$ cat config.mk
export PLATFORM = sky130hd
export DESIGN_NAME = text_console_cursor_writer_core
export DESIGN_NICKNAME = d
export VERILOG_FILES = /design/src/hdl/tccw_pkg.sv /design/src/hdl/tccw_cfg.sv /design/src/hdl/tccw_step.sv /design/src/hdl/text_console_cursor_writer_core.sv
export SDC_FILE = /design/constraint.sdc
export NUM_CORES = 1
export LEC_CHECK = 0
export BUFFER_PORTS_ARGS = -buffer_cell sky130_fd_sc_hd__clkbuf_2
export CAP_MARGIN = 40
export CORE_AREA = 2 2 131 133
export CTS_CLUSTER_SIZE = 28
export DETAILED_ROUTE_END_ITERATION = 6
export DIE_AREA = 0 0 133 135
export GPL_TIMING_DRIVEN = 0
export PLACE_DENSITY = 0.77
export SYNTH_ARGS = -nofsm -noshare
export SYNTH_HDL_FRONTEND = slang
export SYNTH_SLANG_ARGS = --single-unit
$ cat constraint.sdc
create_clock -name clk -period 8.4 [get_ports clk]
set_input_delay 0.84 -clock clk [delete_from_list [all_inputs] [get_ports clk]]
set_output_delay 0.84 -clock clk [all_outputs]
set_load 0.1 [all_outputs]
$ cat src/hdl/tccw_pkg.sv
`timescale 1ns / 1ps
// Shared types and constants for the text console cursor writer.
// No dependencies.
package tccw_pkg;

  localparam int MAX_COLUMNS = 128;
  localparam int MAX_ROWS    = 64;

  localparam int COL_W   = 7;
  localparam int ROW_W   = 7;
  localparam int COLS_W  = 8;
  localparam int ROWS_W  = 7;
  localparam int TAB_W   = 5;
  localparam int ADDR_W  = 13;
  localparam int WORD_W  = 16;
  localparam int BYTE_W  = 8;
  localparam int PROD_W  = COL_W + COLS_W;
  localparam int CFG_IDX_W = 2;
  localparam int CFG_DAT_W = 8;

  localparam int IN_DATA_W  = 16;
  localparam int OUT_DATA_W = 48;
  localparam int OUT_USER_W = 3;

  localparam logic [COLS_W-1:0] COLS_RESET = COLS_W'(80);
  localparam logic [ROWS_W-1:0] ROWS_RESET = ROWS_W'(25);
  localparam logic [TAB_W-1:0]  TAB_RESET  = TAB_W'(8);
  localparam logic [COLS_W-1:0] COLS_LIMIT = COLS_W'(MAX_COLUMNS);
  localparam logic [ROWS_W-1:0] ROWS_LIMIT = ROWS_W'(MAX_ROWS);

  localparam logic [CFG_IDX_W-1:0] CFG_COLUMNS = CFG_IDX_W'(0);
  localparam logic [CFG_IDX_W-1:0] CFG_ROWS    = CFG_IDX_W'(1);
  localparam logic [CFG_IDX_W-1:0] CFG_TAB     = CFG_IDX_W'(2);

  localparam logic REQ_PUT   = 1'b0;
  localparam logic REQ_CLEAR = 1'b1;

  localparam logic [BYTE_W-1:0] CH_TAB = BYTE_W'(9);
  localparam logic [BYTE_W-1:0] CH_LF  = BYTE_W'(10);
  localparam logic [BYTE_W-1:0] CH_CR  = BYTE_W'(13);

  typedef struct packed {
    logic [COLS_W-1:0] cols;
    logic [ROWS_W-1:0] rows;
    logic [TAB_W-1:0]  tab;
  } geom_t;

  typedef struct packed {
    logic              write_valid;
    logic [ADDR_W-1:0] cell_index;
    logic [WORD_W-1:0] cell_word;
    logic              scroll_up;
    logic              screen_cleared;
    logic [ADDR_W-1:0] cursor_position;
  } result_t;

endpackage

$ cat src/hdl/tccw_cfg.sv
`timescale 1ns / 1ps
// Geometry registers; columns and rows are clamped to effective values, tab width is not.
// Depends on tccw_pkg.
module tccw_cfg (
  input  logic                            clk,
  input  logic                            rst,
  input  logic                            cfg_we,
  input  logic [tccw_pkg::CFG_IDX_W-1:0]  cfg_index,
  input  logic [tccw_pkg::CFG_DAT_W-1:0]  cfg_data,
  output tccw_pkg::geom_t                 geom
);
  import tccw_pkg::*;

  logic [COLS_W-1:0] columns;
  logic [ROWS_W-1:0] rows_on_screen;
  logic [TAB_W-1:0]  tab_width;

  always_ff @(posedge clk) begin
    if (rst) begin
      columns        <= COLS_RESET;
      rows_on_screen <= ROWS_RESET;
      tab_width      <= TAB_RESET;
    end else if (cfg_we) begin
      unique case (cfg_index)
        CFG_COLUMNS: columns        <= cfg_data[COLS_W-1:0];
        CFG_ROWS:    rows_on_screen <= cfg_data[ROWS_W-1:0];
        CFG_TAB:     tab_width      <= cfg_data[TAB_W-1:0];
        default: ;
      endcase
    end
  end

  always_comb begin
    geom.cols = columns;
    if (columns == '0) geom.cols = COLS_W'(1);
    else if (columns > COLS_LIMIT) geom.cols = COLS_LIMIT;
    geom.rows = rows_on_screen;
    if (rows_on_screen == '0) geom.rows = ROWS_W'(1);
    else if (rows_on_screen > ROWS_LIMIT) geom.rows = ROWS_LIMIT;
    geom.tab = tab_width;
  end

endmodule

$ cat src/hdl/tccw_step.sv
`timescale 1ns / 1ps
// Cursor move and cell write for one request: next cursor and result fields.
// Depends on tccw_pkg.
module tccw_step (
  input  tccw_pkg::geom_t                 geom,
  input  logic                            req_type,
  input  logic [tccw_pkg::BYTE_W-1:0]     char_code,
  input  logic [tccw_pkg::BYTE_W-1:0]     attribute,
  input  logic [tccw_pkg::COL_W-1:0]      col,
  input  logic [tccw_pkg::ROW_W-1:0]      row,
  output logic [tccw_pkg::COL_W-1:0]      col_next,
  output logic [tccw_pkg::ROW_W-1:0]      row_next,
  output tccw_pkg::result_t               res
);
  import tccw_pkg::*;

  logic [COLS_W-1:0] c;
  logic [COLS_W-1:0] r;
  logic [COLS_W-1:0] tab_sum;
  logic [COLS_W-1:0] tab_wrap;
  logic [COLS_W-1:0] col_inc;
  logic [PROD_W-1:0] wr_prod;
  logic [PROD_W-1:0] cur_prod;

  always_comb begin
    c = {1'b0, col};
    r = {1'b0, row};
    tab_sum = {1'b0, col} + COLS_W'(geom.tab);
    tab_wrap = tab_sum - geom.cols;
    col_inc = {1'b0, col} + COLS_W'(1);
    res.write_valid    = 1'b0;
    res.cell_word      = '0;
    res.scroll_up      = 1'b0;
    res.screen_cleared = 1'b0;
    if (req_type == REQ_CLEAR) begin
      c = '0;
      r = '0;
      res.screen_cleared = 1'b1;
    end else begin
      case (char_code)
        CH_LF: begin
          r = r + COLS_W'(1);
          c = '0;
        end
        CH_TAB: begin
          if (tab_sum >= geom.cols) begin
            r = r + COLS_W'(1);
            c = (tab_wrap >= geom.cols) ? '0 : tab_wrap;
          end else begin
            c = tab_sum;
          end
        end
        CH_CR: c = '0;
        default: begin
          res.write_valid = 1'b1;
          res.cell_word   = {attribute, char_code};
          if (col_inc >= geom.cols) begin
            c = '0;
            r = r + COLS_W'(1);
          end else begin
            c = col_inc;
          end
        end
      endcase
      if (r >= {1'b0, geom.rows}) begin
        res.scroll_up = 1'b1;
        r = {1'b0, geom.rows} - COLS_W'(1);
      end
    end
    col_next = c[COL_W-1:0];
    row_next = r[ROW_W-1:0];

    // both products are independent: old cursor for the write, new one for position
    wr_prod  = PROD_W'(row) * PROD_W'(geom.cols) + PROD_W'(col);
    cur_prod = PROD_W'(r[ROW_W-1:0]) * PROD_W'(geom.cols) + PROD_W'(c[COL_W-1:0]);

    res.cell_index      = res.write_valid ? wr_prod[ADDR_W-1:0] : '0;
    res.cursor_position = cur_prod[ADDR_W-1:0];
  end

endmodule

$ cat src/hdl/text_console_cursor_writer_core.sv
`timescale 1ns / 1ps
// Top level of the text console cursor writer: input register, cursor state,
// result register. Depends on tccw_pkg, tccw_cfg, tccw_step.
//
// Takes one request per cycle while the output side is not stalled and returns
// exactly one result per request: each request is held in the input register,
// then passes through the cursor logic into the result register. The cursor
// column and row are updated in the same cycle as the result is formed, so
// consecutive requests run back to back; throughput is one transfer per clock
// while the output is not stalled. A put of a printable byte issues a cell
// write at row*columns+column; tab, line feed and carriage return only move
// the cursor; scroll_up asks the display side to move the screen up one line.
// Geometry registers are written through cfg_we/cfg_index/cfg_data; the user
// must write them only while the block is idle; the block does not enforce it.
module text_console_cursor_writer_core (
  input  logic                               clk,
  input  logic                               rst,
  input  logic                               cfg_we,
  input  logic [tccw_pkg::CFG_IDX_W-1:0]     cfg_index,
  input  logic [tccw_pkg::CFG_DAT_W-1:0]     cfg_data,
  input  logic                               s_tvalid,
  output logic                               s_tready,
  input  logic [tccw_pkg::IN_DATA_W-1:0]     s_tdata,   // char_code[7:0], attribute[15:8]
  input  logic [0:0]                         s_tuser,   // req_type[0]
  output logic                               m_tvalid,
  input  logic                               m_tready,
  output logic [tccw_pkg::OUT_DATA_W-1:0]    m_tdata,   // cell_index[12:0], cell_word[28:13],
                                                        // cursor_position[41:29], zero[47:42]
  output logic [tccw_pkg::OUT_USER_W-1:0]    m_tuser    // write_valid[0], scroll_up[1],
                                                        // screen_cleared[2]
);
  import tccw_pkg::*;

  geom_t             geom;
  logic              in_valid;
  logic              in_req;
  logic [BYTE_W-1:0] in_char;
  logic [BYTE_W-1:0] in_attr;
  logic [COL_W-1:0]  cursor_column;
  logic [ROW_W-1:0]  cursor_row;
  logic [COL_W-1:0]  cursor_column_next;
  logic [ROW_W-1:0]  cursor_row_next;
  result_t           res_next;
  result_t           res;
  logic              advance;

  tccw_cfg u_cfg (
    .clk       (clk),
    .rst       (rst),
    .cfg_we    (cfg_we),
    .cfg_index (cfg_index),
    .cfg_data  (cfg_data),
    .geom      (geom)
  );

  tccw_step u_step (
    .geom      (geom),
    .req_type  (in_req),
    .char_code (in_char),
    .attribute (in_attr),
    .col       (cursor_column),
    .row       (cursor_row),
    .col_next  (cursor_column_next),
    .row_next  (cursor_row_next),
    .res       (res_next)
  );

  assign advance  = in_valid && (!m_tvalid || m_tready);
  assign s_tready = !in_valid || advance;

  always_ff @(posedge clk) begin
    if (rst) begin
      in_valid <= 1'b0;
    end else if (s_tready) begin
      in_valid <= s_tvalid;
    end
  end

  always_ff @(posedge clk) begin
    if (s_tready && s_tvalid) begin
      in_req  <= s_tuser[0];
      in_char <= s_tdata[BYTE_W-1:0];
      in_attr <= s_tdata[2*BYTE_W-1:BYTE_W];
    end
  end

  always_ff @(posedge clk) begin
    if (rst) begin
      m_tvalid      <= 1'b0;
      cursor_column <= '0;
      cursor_row    <= '0;
    end else begin
      if (advance) begin
        m_tvalid      <= 1'b1;
        cursor_column <= cursor_column_next;
        cursor_row    <= cursor_row_next;
      end else if (m_tready) begin
        m_tvalid <= 1'b0;
      end
    end
  end

  always_ff @(posedge clk) begin
    if (advance) begin
      res <= res_next;
    end
  end

  assign m_tdata = {(OUT_DATA_W - 2*ADDR_W - WORD_W)'(0),
                    res.cursor_position, res.cell_word, res.cell_index};
  assign m_tuser = {res.screen_cleared, res.scroll_up, res.write_valid};

endmodule
# == Yosys cells after proc, flatten, opt, wreduce, memory -nomap -nowiden ==
# Index checks and enable logic that the tools add are counted.
# word_totals
elab_cells,73
ff_bits,98
output_inout_bits,53
in_bits,32
# classes
n_mul,2
n_mux,21
n_addsub,7
magnitude_cmp,6
eq_ne,5
reduce_logical,16
# op_table
op,count
7-bit 2-to-1 mux,8
8-bit 2-to-1 mux,5
13-bit by 7-bit adder with 13-bit output,2
7-bit by 8-bit multiplier with 13-bit output,2
"8-bit by 4-bit == test with 1-bit output, second input constant",3
8-bit greater-or-equal comparator,3
8-bit one-hot mux with 3 select lines,1
"7-bit by 1-bit adder with 8-bit output, second input constant",2
7-bit one-hot mux with 2 select lines,1
7-bit by 5-bit adder with 8-bit output,1
8-bit by 7-bit greater-or-equal comparator with 1-bit output,1
"8-bit greater-than comparator, second input constant",1
8-bit zero test,1
8-bit subtractor,1
"7-bit greater-than comparator, second input constant",1
7-bit zero test,1
"7-bit by 1-bit subtractor with 7-bit output, second input constant",1
1-bit 2-to-1 mux,6
2-bit AND reduction,3
4-bit OR reduction,1
3-bit OR reduction,1
"2-bit by 1-bit == test with 1-bit output, second input constant",1
"2-bit == test, second input constant",1
1-bit logical AND,2
other kinds (5),7

# == Depth between registers and ports, before layout ==
# depth
ltp_word,12
depth_mapped,39
ltp_nobuf,38

# == Modules after synthesis ==
# A second synthesis with hierarchy kept.
# unflattened
cells_unflattened,935
hier_area_um2,9242.6
# by_module_without_submodules
mod,cells_each,area_per_inst_um2,instances
tccw_step,695,5640.4,1
text_console_cursor_writer_core,140,2636.3,1
tccw_cfg,100,965.9,1

# == Worst setup path before layout ==
# No wires, ideal clock.
# synth_timing
path_kind,reg2reg
startpoint,reg cursor_column[0]
endpoint,reg res (netlist bit m_tdata[41]) (data pin)
path_stages_with_launch,37
slack_ns,-0.786
n_path_buf,0
t_required_ns,8.137
arrival_ns,8.923
cell_sequence,dfxtp_1 -> ha_1 -> fa_1 -> a21o_1 -> a21oi_1 -> nor2b_1 -> o21ai_0 -> xnor2_1 -> ha_1 -> nand4_1 -> a311o_1 -> o211a_2 -> nor3_1 -> nor2_1 -> ha_1 -> nand2b_1 -> a211oi_1 -> o21bai_1 -> a21oi_1 -> a21oi_1 -> a211o_4 -> or2_2 -> fa_1 -> fa_1 -> inv_1 -> fa_1 -> inv_1 -> fa_1 -> inv_1 -> ha_1 -> o21ai_0 -> a21oi_1 -> o41ai_1 -> mux2_2 -> nor4b_1 -> and4_1 -> a211oi_1
# synth_rtl
item,line,rtl
start: declaration,text_console_cursor_writer_core.sv:39,logic [COL_W-1:0] cursor_column;
start signal: assignment,text_console_cursor_writer_core.sv:95,cursor_column <= cursor_column_next;
end signal: assignment,text_console_cursor_writer_core.sv:105,res <= res_next;
end: declaration,text_console_cursor_writer_core.sv:44,result_t res;

==> metrics <==
status=complete, but fails checks; failing checks=setup timing; PwrDens=112 nW/µm²; critical path's most frequent cell=fa_1; mux contribution to synthesized area=2.38%; Post-Syn Instances=931; XOR/XNOR Fraction of Synth Area=4.17%; hold crit path type=reg -> reg; Die Width=133 µm; cts bufs inserted=9; WS Path Type=reg -> reg; TritonCTS Sinks=98; period utilisation layout=106%; Mapped Area=8990 µm²; static leakage=5.10 nW; internal power=0.805 mW; TritonCTS clock tree=yes; Final ANT Viol Nets=0; Final Hold Viols=0; clock transition at the registers of the reported paths=70 ps; Yosys cell types=75; 1st-pass router iterations=5; required time of the critical path=8500 ps; Post-Synth Simple-Gate Area=17.0%; final worst slack=-481 ps; Clk Latency, worst-skew pair=370 ps; unrepaired setup endpoints after global routing=true; DR vias=7267; core area=16400 µm²; diode count=0; most common cell in the netlist=inv_1; Avg Cell Area, Syn=9.66 µm²; Synth area leaders=edfxtp_1 (21%), fa_1 (16%), ha_1 (13%); compound-gate portion of the synthesized area=11.2%; Starting DRT DRC Count=642; drt wl/cell=17.1 µm; Net Sw Frac=33.6%; vias per cell=5.62; Worst Skew=18.9 ps; first-pass GRT wire length=35.5 mm; DRC=0; crit path max fanout=6; max-cap violations=0; number of global-route vias before repair=7112; count of state elements after synthesis=98; antenna violations before repair=0; Post-synth EDFFs=62; die area=18000 µm²; worst vdd ir=0.0000965 V; Arr. time, crit path=8980 ps; # fillers=1309; Worst setup EP type=flip-flop; port bufs=78; Root Driver=clkbuf_16; post-route cell area=10800 µm²; largest family of logic cells by synthesized area=adder cells; grt ovf=0; clock power share=35.6%; Post-DP Area=9820 µm²; crit path launch type=flip-flop; sequential cell area=2590 µm²; Starting Density=54.8%; Detail Placement HPWL=16.5 mm; Cell Rows=47; Synth top cells by count=inv_1 (116), nor2_1 (104), ha_1 (97), fa_1 (72), edfxtp_1 (62); Fin Setup TNS=-481 ps; Setup WS pre-CTS=-1180 ps; post-layout minimum cycle time=8880 ps; Synth Area in Adders=29.5%; Critical Path Slowest Stage Cell=fa_1; layout cell share with drive strength beyond 1=23.4%; RD Place Congestion=0.932; fin nets=1269; worst stage delay on the critical path=540 ps; largest area contributor in the netlist=edfxtp_1; Flop pwr share=44.7%; area delta synth->final=19.9%; Synth top area share=20.7%; final WL=22.1 mm; clk buf depth=2; setup violators final=1; Max-Slew Margin vs Limit=50.4%; CTS H-tree depth=3; Synth async-reset ratio=0%; fin. max-slew vios=0; register area share after synthesis=28.7%; Max Freq=113 MHz; worst-margin pin slew=744 ps; most common flop cell mapped by yosys=edfxtp_1; largest net degree at the start of global routing=33; Total GRT Usage=25.0%; die height=135 µm; P_sw=0.408 mW; I/O pins=85; Synth warnings=0; Multi-input gate area=6260 µm²; Logic pwr share=19.7%
cells in the final DEF, fill, tap and decap left out, drive strengths merged, types with 4 or more instances in the layout:
cell	n
nand2b	5
nor4	4
nor3b	4
and2	20
a221oi	7
a21o	12
a211oi	5
inv	121
mux2i	15
nor2b	24
clkinv	7
o21ai	18
o211ai	5
nor3	32
xnor2	30
edfxtp	62
a21boi	4
dfxtp	36
and3	25
or3	8
nor2	106
a211o	8
conb	6
nand3	12
fa	72
buf	53
xor2	12
nand4	5
o21a	5
nand2	50
nand3b	4
clkbuf	112
a21oi	40
or2	4
ha	97
mux2	5
registers in the layout (all words and copies together), names as in the netlist:
register and cells:
cursor_column 7, cursor_row 7, in_attr 8, in_char 8, in_req 1, in_valid 1
m_tdata 42, m_tuser 3, m_tvalid 1, u_cfg.columns 8, u_cfg.rows_on_screen 7, u_cfg.tab_width 5
layout make-up:
class | count | share of cell area [%]
buffer | 34 | 1.50
clock buffer | 9 | 2.09
tap | 220 | 2.55
inverter | 122 | 4.33
timing repair buffer | 122 | 6.87
sequential | 98 | 24.0
clock inverter | 7 | 0.638
multi-input combinational | 681 | 58.0
cells by family (layout without fill, tap and decap cells):
logic type	count (synthesis)	count (layout)
fa+ha+maj	169	169
flops	98	98
buf+inv	157	294
xor+xnor	42	42
simple gates	308	308
other cells	1	6
mux	20	20
compound gates	136	136
path summary, 6_finish.rpt:
path              slack, ps                             from                            end  depth (start not counted)
setup reg to reg       -480  u_cfg.tab_width[0]$_SDFFE_PP0P_          m_tdata[41]$_DFFE_PP_                         34
hold reg to reg         510    u_cfg.columns[0]$_SDFFE_PP0P_  u_cfg.columns[0]$_SDFFE_PP0P_                          2
hold / removal          510    u_cfg.columns[0]$_SDFFE_PP0P_  u_cfg.columns[0]$_SDFFE_PP0P_                          2
setup / recovery       -480  u_cfg.tab_width[0]$_SDFFE_PP0P_          m_tdata[41]$_DFFE_PP_                         34
stage by stage:
stage                     hold slack, ps  power [mW]  utilization, %  std cells
after detailed placement             502       0.775            59.8       1235
after global routing                 546        1.25            65.8       1293
after floorplan                      442       0.724               -        936
final                                514        1.21            65.8       1293
after global placement               491       0.771            59.7       1234
after CTS                            520        1.21            64.2       1279
power by group through the flow:
stage	Clock [mW]	Combinational, mW	Sequential [mW]
4_1_cts	0.434	0.232	0.542
3_3_place_gp	0	0.217	0.554
3_5_place_dp	0	0.222	0.554
5_1_grt	0.451	0.254	0.544
6_report	0.432	0.239	0.543
2_1_floorplan	0	0.104	0.620
critical path, delay by kind of cell (launching register included):
kind / cells / cell delay (ps)
flip-flops: 1 / 380
adder cells (fa/ha/maj): 9 / 3470
buffers and inverters: 3 / 280
AND/OR/NAND/NOR: 7 / 1230
XOR/XNOR: 1 / 130
AO/OA/AOI/OAI: 12 / 2500
multiplexers: 2 / 610
what timing repair did:
action / in CTS / in global routing
resized for setup: 50 / 36
endpoints found under the setup margin: 4 / 4
endpoints found under the hold margin: 0 / 0
setup buffers: 28 / 15
pin swaps: 45 / 38
hold buffers: 0 / 0
metal layers:
layer | up-vias | wire length (µm) | global-route usage, %
met5 | - | 0 | 0
met4 | 0 | 607 | 7.05
met3 | 45 | 1640 | 4.05
met2 | 310 | 10300 | 41.6
met1 | 3478 | 9550 | 34.1
li1 | 3434 | - | -
Power figures use the tool's default switching activity.
